$ cat src/rtl/quadratic_probe_hash_table_core_assert.svh
// assertion macros for the quadratic probe hash table core
// used by rtl/quadratic_probe_hash_table_core.sv; expects clk and rst in scope
`ifndef QUADRATIC_PROBE_HASH_TABLE_CORE_ASSERT_SVH
`define QUADRATIC_PROBE_HASH_TABLE_CORE_ASSERT_SVH

`ifndef SYNTHESIS

// checked outside reset
`define QPHT_ASSERT(lbl, prop, msg) \
  lbl: assert property (@(posedge clk) disable iff (rst) prop) else $error(msg);

// checked during reset too
`define QPHT_ASSERT_RST(lbl, prop, msg) \
  lbl: assert property (@(posedge clk) prop) else $error(msg);

`else

`define QPHT_ASSERT(lbl, prop, msg)
`define QPHT_ASSERT_RST(lbl, prop, msg)

`endif

`endif

$ cat src/rtl/qpht_pkg.sv
// shared types, codes and microcode program of the quadratic probe hash table
// no dependencies
package qpht_pkg;

  localparam logic [1:0] OP_INSERT = 2'd0;
  localparam logic [1:0] OP_SEARCH = 2'd1;
  localparam logic [1:0] OP_CLEAR  = 2'd2;

  // home slot is key mod 11, done as a reciprocal multiply
  localparam int unsigned HOME_MOD    = 11;
  localparam int unsigned RECIP       = 47663;
  localparam int unsigned RECIP_SHIFT = 19;
  localparam int unsigned MUL_W       = 32;
  localparam int unsigned Q_W         = MUL_W - RECIP_SHIFT;

  localparam logic [4:0] SIZE_MIN   = 5'd11;
  localparam logic [4:0] SIZE_RESET = 5'd11;

  typedef struct packed {
    logic [1:0]  operation;
    logic [15:0] key;
  } req_t;

  typedef struct packed {
    logic       found;
    logic [4:0] probes;
    logic [4:0] slot;
    logic       table_full;
  } rsp_t;

  // sequencer steps
  localparam int unsigned STEP_W = 3;
  localparam logic [STEP_W-1:0] STEP_IDLE  = 3'd0;
  localparam logic [STEP_W-1:0] STEP_MUL   = 3'd1;
  localparam logic [STEP_W-1:0] STEP_HOME  = 3'd2;
  localparam logic [STEP_W-1:0] STEP_PROBE = 3'd3;
  localparam logic [STEP_W-1:0] STEP_EMIT  = 3'd4;
  localparam logic [STEP_W-1:0] STEP_CLEAR = 3'd5;

  // jump conditions
  localparam logic [2:0] C_NEVER      = 3'd0;
  localparam logic [2:0] C_ALWAYS     = 3'd1;
  localparam logic [2:0] C_NO_REQ     = 3'd2;
  localparam logic [2:0] C_NOT_TABLE  = 3'd3;
  localparam logic [2:0] C_PROBE_MORE = 3'd4;
  localparam logic [2:0] C_OUT_BUSY   = 3'd5;

  typedef struct packed {
    logic in_rdy;
    logic mul;
    logic init;
    logic probe;
    logic clr;
    logic emit;
  } ctrl_t;

  typedef struct packed {
    logic req_valid;
    logic op_table;
    logic probe_more;
    logic out_busy;
  } status_t;

  typedef struct packed {
    ctrl_t             ctrl;
    logic [2:0]        cond;
    logic [STEP_W-1:0] target;
    logic              last;
  } uword_t;

  // microcode: jump to target when cond holds, else step+1 (or idle when last)
  function automatic uword_t ucode(input logic [STEP_W-1:0] s);
    uword_t w;
    w = '0;
    case (s)
      STEP_IDLE: begin
        w.ctrl.in_rdy = 1'b1;
        w.cond        = C_NO_REQ;
        w.target      = STEP_IDLE;
      end
      STEP_MUL: begin
        w.ctrl.mul = 1'b1;
        w.cond     = C_NOT_TABLE;
        w.target   = STEP_CLEAR;
      end
      STEP_HOME: begin
        w.ctrl.init = 1'b1;
        w.cond      = C_NEVER;
      end
      STEP_PROBE: begin
        w.ctrl.probe = 1'b1;
        w.cond       = C_PROBE_MORE;
        w.target     = STEP_PROBE;
      end
      STEP_EMIT: begin
        w.ctrl.emit = 1'b1;
        w.cond      = C_OUT_BUSY;
        w.target    = STEP_EMIT;
        w.last      = 1'b1;
      end
      STEP_CLEAR: begin
        w.ctrl.clr = 1'b1;
        w.cond     = C_ALWAYS;
        w.target   = STEP_EMIT;
      end
      default: begin
        w.cond   = C_ALWAYS;
        w.target = STEP_IDLE;
      end
    endcase
    return w;
  endfunction

endpackage

$ cat src/rtl/quadratic_probe_hash_table_core.sv
// Open-addressing hash table with alternating quadratic probing, microcoded.
// A request makes 1 .. 2*size-1 probes; a new request is taken only in the idle step,
// after the response to the previous one has been loaded into the response register.
// One probe per cycle, set by the single read port of the key memory.
// Reset (synchronous): all slots empty at once, table_size 11, stored keys undefined.
`include "quadratic_probe_hash_table_core_assert.svh"

module quadratic_probe_hash_table_core import qpht_pkg::*; #(
  parameter int unsigned DEPTH     = 16,
  parameter int unsigned KEY_WIDTH = 16
) (
  input  logic       clk,
  input  logic       rst,
  input  logic       req_valid,
  output logic       req_ready,
  input  req_t       req,
  output logic       rsp_valid,
  input  logic       rsp_ready,
  output rsp_t       rsp,
  input  logic       cfg_we,
  input  logic [4:0] cfg_data
);

  // table_size is 5 bits, so no slot beyond 31 is ever reached
  localparam int unsigned MEM_DEPTH = (DEPTH < 31) ? DEPTH : 31;
  localparam int unsigned PW        = $clog2(MEM_DEPTH);
  localparam logic [4:0]  SIZE_MAX  = 5'(MEM_DEPTH);

  ctrl_t   ctrl;
  status_t status;

  logic [4:0]           table_size;
  logic [4:0]           sz;
  logic [5:0]           limit;
  logic [1:0]           op_q;
  logic [KEY_WIDTH-1:0] key_q;
  logic [15:0]          mul_in;
  logic [MUL_W-1:0]     prod;
  logic [Q_W-1:0]       q;
  logic [15:0]          rem;
  logic [3:0]           home;
  logic [4:0]           pos, pos_next;
  logic [5:0]           k, k_next;
  logic [4:0]           sq, sq_next;
  logic [4:0]           d, d_next;
  logic [5:0]           sum_sq, sum_d, sum_pos;
  logic [KEY_WIDTH-1:0] rkey;
  logic [MEM_DEPTH-1:0] slot_valid;
  logic [KEY_WIDTH-1:0] slot_key [MEM_DEPTH];
  logic                 cur_valid;
  logic                 key_hit;
  logic                 at_limit;
  logic                 done;
  logic                 key_we;
  logic                 accept;
  logic                 out_busy;
  rsp_t                 res, res_next;

  function automatic logic [4:0] mod_sz(input logic [5:0] x, input logic [4:0] m);
    logic [5:0] mx;
    mx = {1'b0, m};
    return (x >= mx) ? 5'(x - mx) : x[4:0];
  endfunction

  qpht_seq u_seq (
    .clk    (clk),
    .rst    (rst),
    .status (status),
    .ctrl   (ctrl)
  );

  assign req_ready = ctrl.in_rdy;
  assign accept    = req_valid && ctrl.in_rdy;
  assign out_busy  = rsp_valid && !rsp_ready;

  assign status.req_valid  = req_valid;
  assign status.op_table   = (op_q == OP_INSERT) || (op_q == OP_SEARCH);
  assign status.probe_more = ctrl.probe && !done;
  assign status.out_busy   = out_busy;

  // effective size and probe bound
  always_comb begin
    if (table_size < SIZE_MIN) begin
      sz = SIZE_MIN;
    end else if (table_size > SIZE_MAX) begin
      sz = SIZE_MAX;
    end else begin
      sz = table_size;
    end
  end
  assign limit = {sz, 1'b0} - 6'd2;

  always_ff @(posedge clk) begin
    if (rst) begin
      table_size <= SIZE_RESET;
    end else if (cfg_we) begin
      table_size <= cfg_data;
    end
  end

  // home slot: q = floor(key / 11) by reciprocal, then key - 11*q
  assign mul_in = 16'(key_q);
  assign prod   = MUL_W'(mul_in) * MUL_W'(RECIP);
  assign rem    = mul_in - 16'(16'(q) * 16'(HOME_MOD));
  assign home   = rem[3:0];

  // probe decision
  assign cur_valid = slot_valid[pos[PW-1:0]];
  assign key_hit   = cur_valid && (rkey == key_q);
  assign at_limit  = (k == limit);

  always_comb begin
    res_next = res;
    key_we   = 1'b0;
    if (op_q == OP_INSERT) begin
      done = !cur_valid || at_limit;
    end else begin
      done = key_hit || !cur_valid || at_limit;
    end
    if (ctrl.probe && done) begin
      res_next.probes = 5'(k + 6'd1);
      if (op_q == OP_INSERT) begin
        if (!cur_valid) begin
          key_we         = 1'b1;
          res_next.found = 1'b1;
          res_next.slot  = pos + 5'd1;
        end else begin
          res_next.table_full = 1'b1;
        end
      end else if (key_hit) begin
        res_next.found = 1'b1;
        res_next.slot  = pos + 5'd1;
      end else if (cur_valid) begin
        res_next.probes = sz;
      end
    end
  end

  // next probe position, c*c mod size kept incrementally
  always_comb begin
    pos_next = pos;
    k_next   = k;
    sq_next  = sq;
    d_next   = d;
    sum_sq   = {1'b0, sq} + {1'b0, d};
    sum_d    = {1'b0, d} + 6'd2;
    sum_pos  = '0;
    if (ctrl.init) begin
      pos_next = {1'b0, home};
      k_next   = '0;
      sq_next  = '0;
      d_next   = 5'd1;
    end else if (ctrl.probe && !done) begin
      k_next = k + 6'd1;
      if (!k[0]) begin
        // next probe is on the plus side with a new square
        sq_next  = mod_sz(sum_sq, sz);
        d_next   = mod_sz(sum_d, sz);
        sum_pos  = {2'b00, home} + {1'b0, sq_next};
        pos_next = mod_sz(sum_pos, sz);
      end else begin
        sum_pos  = {2'b00, home} + {1'b0, sz} - {1'b0, sq};
        pos_next = mod_sz(sum_pos, sz);
      end
    end
  end

  always_ff @(posedge clk) begin
    if (accept) begin
      op_q  <= req.operation;
      key_q <= KEY_WIDTH'(req.key);
    end
    if (ctrl.mul) begin
      q <= prod[MUL_W-1:RECIP_SHIFT];
    end
    pos <= pos_next;
    k   <= k_next;
    sq  <= sq_next;
    d   <= d_next;
    if (accept) begin
      res <= '0;
    end else begin
      res <= res_next;
    end
  end

  // key memory, registered read at the upcoming probe position
  always_ff @(posedge clk) begin
    if (key_we) begin
      slot_key[pos[PW-1:0]] <= key_q;
    end
    rkey <= slot_key[pos_next[PW-1:0]];
  end

  always_ff @(posedge clk) begin
    if (rst) begin
      slot_valid <= '0;
    end else if (ctrl.clr && (op_q == OP_CLEAR)) begin
      slot_valid <= '0;
    end else if (key_we) begin
      slot_valid[pos[PW-1:0]] <= 1'b1;
    end
  end

  // response register
  always_ff @(posedge clk) begin
    if (rst) begin
      rsp_valid <= 1'b0;
    end else if (ctrl.emit && !out_busy) begin
      rsp_valid <= 1'b1;
    end else if (rsp_ready) begin
      rsp_valid <= 1'b0;
    end
  end

  always_ff @(posedge clk) begin
    if (ctrl.emit && !out_busy) begin
      rsp <= res;
    end
  end

  `QPHT_ASSERT_RST(a_reset_idle, rst |=> !rsp_valid && req_ready, "reset left block busy")
  `QPHT_ASSERT(a_accept_starts, req_valid && req_ready |=> ctrl.mul, "request not started")
  `QPHT_ASSERT(a_found_slot, rsp_valid && rsp.found |-> rsp.slot != 5'd0 && !rsp.table_full, "found without slot")
  `QPHT_ASSERT(a_store_marks, key_we |=> slot_valid[$past(pos[PW-1:0])], "stored slot not marked")
  `QPHT_ASSERT(a_probe_bound, ctrl.probe |-> k <= limit, "probe count past bound")

endmodule

$ cat src/rtl/qpht_seq.sv
// microcode sequencer: step counter, program table and conditional jumps
// depends on qpht_pkg
module qpht_seq import qpht_pkg::*; (
  input  logic    clk,
  input  logic    rst,
  input  status_t status,
  output ctrl_t   ctrl
);

  logic [STEP_W-1:0] step;
  logic [STEP_W-1:0] step_next;
  uword_t            w;
  logic              take;

  assign w    = ucode(step);
  assign ctrl = w.ctrl;

  always_comb begin
    case (w.cond)
      C_ALWAYS:     take = 1'b1;
      C_NO_REQ:     take = !status.req_valid;
      C_NOT_TABLE:  take = !status.op_table;
      C_PROBE_MORE: take = status.probe_more;
      C_OUT_BUSY:   take = status.out_busy;
      default:      take = 1'b0;
    endcase
    if (take) begin
      step_next = w.target;
    end else if (w.last) begin
      step_next = STEP_IDLE;
    end else begin
      step_next = step + STEP_W'(1);
    end
  end

  always_ff @(posedge clk) begin
    if (rst) begin
      step <= STEP_IDLE;
    end else begin
      step <= step_next;
    end
  end

endmodule
$ cat config.mk
export PLATFORM = sky130hd
export DESIGN_NAME = quadratic_probe_hash_table_core
export DESIGN_NICKNAME = d
export VERILOG_FILES = /design/src/rtl/qpht_pkg.sv /design/src/rtl/quadratic_probe_hash_table_core.sv /design/src/rtl/qpht_seq.sv
export VERILOG_INCLUDE_DIRS = /design/src /design/src/rtl
export SDC_FILE = /design/constraint.sdc
export NUM_CORES = 1
export LEC_CHECK = 0
export ABC_CLOCK_PERIOD_IN_PS = 8000
export CORE_ASPECT_RATIO = 0.75
export CORE_MARGIN = 1
export CORE_UTILIZATION = 61
export CTS_BUF_LIST = sky130_fd_sc_hd__clkbuf_16
export DETAILED_ROUTE_END_ITERATION = 6
export DONT_BUFFER_PORTS = 1
export PLACE_DENSITY = 0.77
export SYNTH_ARGS = -nofsm -noshare
export SYNTH_HDL_FRONTEND = slang
export SYNTH_SLANG_ARGS = --single-unit
$ cat constraint.sdc
create_clock -name clk -period 8 [get_ports clk]
set_input_delay 1.2 -clock clk [delete_from_list [all_inputs] [get_ports clk]]
set_output_delay 1.2 -clock clk [all_outputs]
set_load 0.02 [all_outputs]
=== Yosys cells after proc, flatten, opt, wreduce, memory -nomap -nowiden ===
Memories as Yosys holds them, arrays and structs flattened. A register that Yosys moved wholly into a read port is not among the register bits.
Index checks and enable logic that the tools add are counted.

* Flip-flop bits (word level): 101
* Latch bits: 0
* Bits in writable memories: 256
* ROM bits: 0
* Input port bits: 28
* Output and inout bits: 14
* Logic and storage cells: 130
* Memories: 1

* Add/subtract/negate cells: 14
* Multipliers: 2
* Div/mod/pow operators: 0
* Magnitude comparators: 8
* Eq/ne operators: 15
* Shift operators: 0
* Mux-type cells: 41
* Bitwise logic cells: 2
* Reductions and logical operators: 27

{| class="wikitable"
|+ Memory list
! memory !! words !! bits a word !! rd ports !! clocked after memory_dff !! write ports !! RTL line !! source
|-
| slot_key || 16 || 16 || 1 || 1 || 1 || quadratic_probe_hash_table_core.sv:49 || <nowiki>logic [KEY_WIDTH-1:0] slot_key [MEM_DEPTH];</nowiki>
|}

{| class="wikitable"
|+ Operator list
! cell !! count
|-
| 2-to-1 mux 5 bit || 13
|-
| multiplier 16 x 16 -> 32 bit, second input constant || 1
|-
| greater-or-equal comparator 6 x 5 -> 1 bit || 4
|-
| subtractor 5 bit || 4
|-
| 2-to-1 mux 1 bit || 19
|-
| == test 16 bit || 1
|-
| OR 16 bit || 1
|-
| case mux 3 bit (5 select lines) || 1
|-
| multiplier 13 x 4 -> 4 bit, second input constant || 1
|-
| adder 4 x 5 -> 6 bit || 2
|-
| == test 3 x 2 -> 1 bit, second input constant || 4
|-
| == test 3 bit, second input constant || 4
|-
| case mux 3 bit (3 select lines) || 1
|-
| logical AND 1 bit || 8
|-
| 2-to-1 mux 4 bit || 2
|-
| adder 5 x 2 -> 6 bit, second input constant || 1
|-
| adder 5 x 5 -> 6 bit || 1
|-
| adder 6 x 1 -> 6 bit, second input constant || 1
|-
| == test 3 x 1 -> 1 bit, second input constant || 2
|-
| == test 6 bit || 1
|-
| logical NOT 1 bit || 6
|-
| 2-to-1 mux 3 bit || 2
|-
| AND reduction 3 bit || 2
|-
| subtractor 6 x 2 -> 6 bit, second input constant || 1
|-
| 21 further kinds || 26
|}

=== Logic depth before layout (Yosys ltp) ===
* Depth after elaboration: 11
* Gate-level depth with buffers: 34
* Gate-level depth less buffers: 32

=== By module ===
A second synthesis with hierarchy kept.

* Cells, all modules: 1955
* Area total of the unflattened synthesis: 22923.2 um^2

{| class="wikitable"
|+ By module, submodules not included
! module !! times used !! cells each !! area each (um^2) !! sequential area each (um^2)
|-
| quadratic_probe_hash_table_core || 1 || 1909 || 22532.9 || 10129.7
|-
| qpht_seq || 1 || 46 || 390.4 || 60.1
|}

=== Worst setup path after synthesis ===
No wires, ideal clock.

* Kind: reg-to-reg
* Start point: register key_q[2]
* End point: register rkey[10], read port of slot_key
* Library setup time: 0.136 ns
* Arrival time: 6.429 ns
* Required time: 7.864 ns
* Slack: 1.435 ns
* Stages on the path, launching flop included: 28
* Path buffers: 2
* Period minus slack after synthesis: 6.565 ns
* Cells stage by stage: edfxtp_1 > inv_1 > ha_1 > xnor2_1 > xnor2_1 > inv_1 > ha_1 > nor2_1 > fa_1 > fa_1 > inv_1 > fa_1 > xor2_1 > ha_1 > a21o_1 > a21oi_1 > nor2b_1 > a211oi_1 > nand2_1 > mux2_1 > a221oi_1 > a21oi_1 > a31o_4 > and2_1 > buf_2 > buf_2 > a32oi_1 > o311ai_1

* Word-level cells in the longest chain between the ends: 9
* Elaborated cells on any way between the ends: 20
* Those cells by class: add/sub (6); order compare (2); eq/ne (1); mux (6); reduce/logical (5)

{| class="wikitable"
|+ Ends and longest elaborated chain
! element !! RTL line !! source
|-
| start: declaration || quadratic_probe_hash_table_core.sv:36 || <nowiki>logic [KEY_WIDTH-1:0] key_q;</nowiki>
|-
| start signal: assignment || quadratic_probe_hash_table_core.sv:171 || <nowiki>key_q <= KEY_WIDTH'(req.key);</nowiki>
|-
| parallel branches: the longest is 8 deep, another holds adder 4 x 5 -> 6 bit || - ||
|-
| 2-to-1 mux 4 bit * || quadratic_probe_hash_table_core.sv:148 || <nowiki>if (ctrl.init) begin</nowiki>
|-
| net pos_next[3] || quadratic_probe_hash_table_core.sv:42 || <nowiki>logic [4:0] pos, pos_next;</nowiki>
|-
| end: declaration || quadratic_probe_hash_table_core.sv:47 || <nowiki>logic [KEY_WIDTH-1:0] rkey;</nowiki>
|}

Mark *: on every way through the listed nets, which the timed path passes.
A chain may end at the register's enable or synchronous reset.

=== Worst setup path in the final report ===
* Start point: register sq[0]
* End point: register rkey[6], read port of slot_key

* Word-level cells in the longest chain between the ends: 9
* Elaborated cells on any way between the ends: 15
* Those cells by class: add/sub (6); order compare (3); mux (6)

{| class="wikitable"
|+ Ends and longest elaborated chain
! element !! RTL line !! source
|-
| start: declaration || quadratic_probe_hash_table_core.sv:44 || <nowiki>logic [4:0] sq, sq_next;</nowiki>
|-
| start signal: assignment || quadratic_probe_hash_table_core.sv:178 || <nowiki>sq <= sq_next;</nowiki>
|-
| adder 5 x 5 -> 6 bit || quadratic_probe_hash_table_core.sv:145 || <nowiki>sum_sq = {1'b0, sq} + {1'b0, d};</nowiki>
|-
| subtractor 5 bit or greater-or-equal comparator 6 x 5 -> 1 bit (tied branches) || quadratic_probe_hash_table_core.sv:62 || <nowiki>return (x >= mx) ? 5'(x - mx) : x[4:0];</nowiki>
|-
| 2-to-1 mux 5 bit || quadratic_probe_hash_table_core.sv:62 ||
|-
| adder 4 x 5 -> 6 bit || quadratic_probe_hash_table_core.sv:159 || <nowiki>sum_pos = {2'b00, home} + {1'b0, sq_next};</nowiki>
|-
| subtractor 5 bit or greater-or-equal comparator 6 x 5 -> 1 bit (tied branches) || quadratic_probe_hash_table_core.sv:62 ||
|-
| 2-to-1 mux 5 bit || quadratic_probe_hash_table_core.sv:62 ||
|-
| 2-to-1 mux 5 bit * || quadratic_probe_hash_table_core.sv:155 || <nowiki>if (!k[0]) begin</nowiki>
|-
| 2-to-1 mux 4 bit * || quadratic_probe_hash_table_core.sv:153 || <nowiki>end else if (ctrl.probe && !done) begin</nowiki>
|-
| 2-to-1 mux 4 bit * || quadratic_probe_hash_table_core.sv:148 ||
|-
| net pos_next[3] || quadratic_probe_hash_table_core.sv:42 ||
|}

The timed path passes the listed nets; every way through them passes the cells marked *.

==> out/summary.md <==
The height of the die was 159 um; the clock latency reported for the late side of the worst-skew pair was 0.54 ns. The synthesized instance count came out at 1714. Counting every net in the synthesized netlist gives 1982. The required time reported for the critical path endpoint came out at 8.43 ns. In the synthesized netlist, mux cells make up 1.21% of the area.

The worst setup path is launched from a flip-flop. Compared with the post-synthesis result, the final layout area differs by 8.72%. The logs give 42 for the number of top-level design ports and 27.6% for the total routing usage reported by global routing. Critical-path maximum fanout: 16. Setup repair after global routing left no endpoint under its margin.

Entering global routing, the biggest net connects 129 pins. STA classifies the critical path endpoint as a flip-flop. The final weighted congestion of routability-driven global placement is 0.865. TritonCTS built the clock tree. Counting distinct cell types in the post-synthesis netlist gives 80. In this design, the stage delay of the slowest critical-path cell is 0.80 ns. The met2 wirelength from detailed routing is 20200 um, and the number of enable-type register cells in the synthesized netlist is 290. The first global-routing pass estimated 71000 um of wire. The total congestion overflow was 0. Data arrives at the worst endpoint at 7.71 ns.

Setup violations remaining at the end of the flow were counted as 0. For this run, design rule violations remaining after detail routing come to 0. The number of maximum-capacitance violations is 0.

For the number of antenna violations at the first check in global routing, the log shows 0. The most used flip-flop cell after synthesis is edfxtp_1. Dividing the detail-routed wire length by the instance count gives 20.5 um. Of the total synthesized cell area, the portion taken by full adders, half adders and majority gates is 18.5%. The synthesized netlist devotes 11.4% of its cell area to compound gates. For this configuration, the core starts out at a cell density of 62.0%. Synthesis inferred 364 register bits. The run gives 44900 um as the detailed-route wire length. For this run, the register share of the synthesized area comes to 50.9%. After layout, the worst path uses 91.0% of the clock period. The tree is rooted in a clkbuf_16. The synthesized area divided by synthesized cell count was 11.7 um^2.

The setup path with the least slack is of type reg2reg. The number of hold buffers added after CTS was 0. Counting along the longest clock path gives a buffer depth of 3. The net count of the finished layout is 1994. Highest clock rate: 0.137 GHz.

The area of the mapped netlist is 20000 um^2, and the quantity of gates resized following cts is 0. The placeable core region came out at 32300 um^2. The detailed router finished its first iteration with 1254 violations. TritonCTS created 37 clock buffers. In the routed layout, each cell is associated on average with a via count of 5.96.

After clock tree synthesis, the clock-pin slew on the worst setup and hold paths is 0.06 ns. In this run the number of H-tree levels came out at 2. The normalized max-slew margin was 23.5%. The count of buffers added on input and output ports is 0. The path class of the lowest-slack min-delay path is reg2reg. The run gives 0 as the max-slew violation count.

The highest signal layer in the routed design is met4. The final critical delay including setup and external delays is 7.28 ns. The tools report the synthesis warning total as 0. The number of hold violations in the final report was 0. At the pin with the least slew margin, the transition time is 1.15 ns. The run gives 4050 um as the total length of routed met3 wires. The via count of the first global-routing pass came out at 13.3k. The setup fix buffers added after clock tree synthesis was 0; the remaining number of nets flagged by the antenna check after routing was 0. The die covers 33600 um^2.

The library cell appearing most often on the critical path was ha_1. The detailed-route via count is 13.1k, and the share of synthesized flip-flops with an asynchronous set or reset is 0%. In the final layout, the share of cells above drive strength 1 is 7.30%. The run finished with clean final reports. 0 antenna diodes ended up in the layout. Adding up every negative setup slack in the final design gives 0 ns. The run gives 57 as the number of placement rows. In the final routing, the length of wire on met1 measures 19600 um. From left edge to right edge, the die measures 211 um. After Yosys synthesis, XOR and XNOR cells account for 3.41% of the synthesized area. By area, the combinational part of the netlist is dominated by adder cells. For the final database, setup skew stands at 0.0211 ns. Of the total synthesized cell area, the portion taken by AND, OR, NAND and NOR gates is 9.40%. The count of clock tree sinks is 364. The slowest stage of the critical path is the nor2_2 cell. Fill cells in the final layout number 2332. The post-DP HPWL is 29300 um, and the detailed-router iteration count before antenna repair is 7.
-- synth_stat cells, types with 7 or more instances --
| cell | n | area share (%) |
|---|---|---|
| a211oi_1 | 10 | 0.37 |
| a21o_1 | 33 | 1.2 |
| a21oi_1 | 133 | 3.3 |
| a311o_1 | 18 | 0.90 |
| a32oi_1 | 32 | 1.4 |
| buf_2 | 24 | 0.60 |
| clkbuf_1 | 38 | 0.71 |
| dfxtp_1 | 74 | 7.4 |
| edfxtp_1 | 290 | 43 |
| fa_1 | 91 | 9.1 |
| ha_1 | 149 | 9.3 |
| inv_1 | 191 | 3.6 |
| mux2i_1 | 8 | 0.40 |
| nand2_1 | 245 | 4.6 |
| nand2b_1 | 7 | 0.22 |
| nand3_1 | 26 | 0.65 |
| nor2_1 | 80 | 1.5 |
| nor2b_1 | 15 | 0.47 |
| nor3_1 | 15 | 0.37 |
| o21a_1 | 21 | 0.79 |
| o21ai_0 | 15 | 0.37 |
| o311ai_1 | 15 | 0.66 |
| xnor2_1 | 41 | 1.8 |
| xor2_1 | 37 | 1.6 |
-- cell usage in the layout (no fill, tap or decap), drive strengths merged, types with 32 or more instances in the layout --
master | Yosys | layout
inv | 192 | 204
clkbuf | 38 | 38
a21oi | 133 | 133
xnor2 | 41 | 41
edfxtp | 290 | 290
a21o | 33 | 33
a32oi | 32 | 32
nor2 | 81 | 81
dfxtp | 74 | 74
xor2 | 37 | 37
ha | 149 | 149
buf | 33 | 44
fa | 91 | 91
nand2 | 245 | 245
-- path summary, 6_finish.rpt --
path / to / startpoint / depth (start not counted) / slack, ns
hold / removal: rsp[11] / res[11] / 0 / 0.43
hold reg to reg: rsp[11] / res[11] / 0 / 0.43
setup / recovery: rkey[6] / sq[0] / 29 / 0.72
setup reg to reg: rkey[6] / sq[0] / 29 / 0.72
-- cells by family (layout without fill, tap and decap cells) --
kind of cell / count (synthesis) / in the layout
and+or+nand+nor: 424 / 424
DFF: 364 / 364
AOI/OAI and AO/OA: 327 / 327
buffers and inverters: 263 / 303
adders and majority gates: 241 / 241
xor gates and xnor gates: 78 / 78
muxes: 17 / 17
-- critical path: cells and delay by family, from the launching register on --
kind / cells / cell delay, ns
compound gates: 11 / 2.14
xor+xnor: 2 / 0.35
fa+ha+maj: 5 / 1.57
buf+inv: 2 / 0.15
flops: 1 / 0.37
mux: 2 / 0.66
simple gates: 7 / 1.91
-- layer usage --
layer | global-route usage, % | up-vias
li1 | - | 6043
met1 | 40.0 | 6443
met2 | 42.1 | 529
met3 | 5.70 | 71
met4 | 8.30 | 0
met5 | 0 | -
-- through the flow --
stage / cell area (um^2) / utilization, % / instances / setup slack (ns) / hold slack (ns)
after detailed placement: 20700 / 64.0 / 2129 / 0.885 / 0.418
after global routing: 21800 / 67.4 / 2196 / 0.181 / 0.437
after CTS: 21800 / 67.4 / 2196 / 0.841 / 0.432
after global placement: 20700 / 64.0 / 2129 / 1.10 / 0.414
after floorplan: 20000 / - / 1714 / 1.44 / 0.408
final: 21800 / 67.4 / 2196 / 0.720 / 0.430
-- cell type report --
class | instances | area, um^2 | area share, %
clock inverters | 29 | 151 | 0.695
inverters | 192 | 723 | 3.32
clock buffers | 38 | 951 | 4.37
flip-flops and latches | 364 | 10200 | 46.8
well taps | 442 | 553 | 2.54
multi-input cells | 1087 | 8820 | 40.5
repair buffers | 44 | 380 | 1.75
-- flip-flops by register name (all words and copies together), names as in the netlist --
name	cells
slot_key	256
key_q	16
rkey	16
slot_valid	16
res	12
rsp	12
k	6
d	5
pos	5
sq	5
table_size	5
q	4
u_seq.step	3
op_q	2
rsp_valid	1
Power is left out: the tool's default activity adds up to more than one toggle a clock period on the data nets, which glitch-free logic cannot reach.
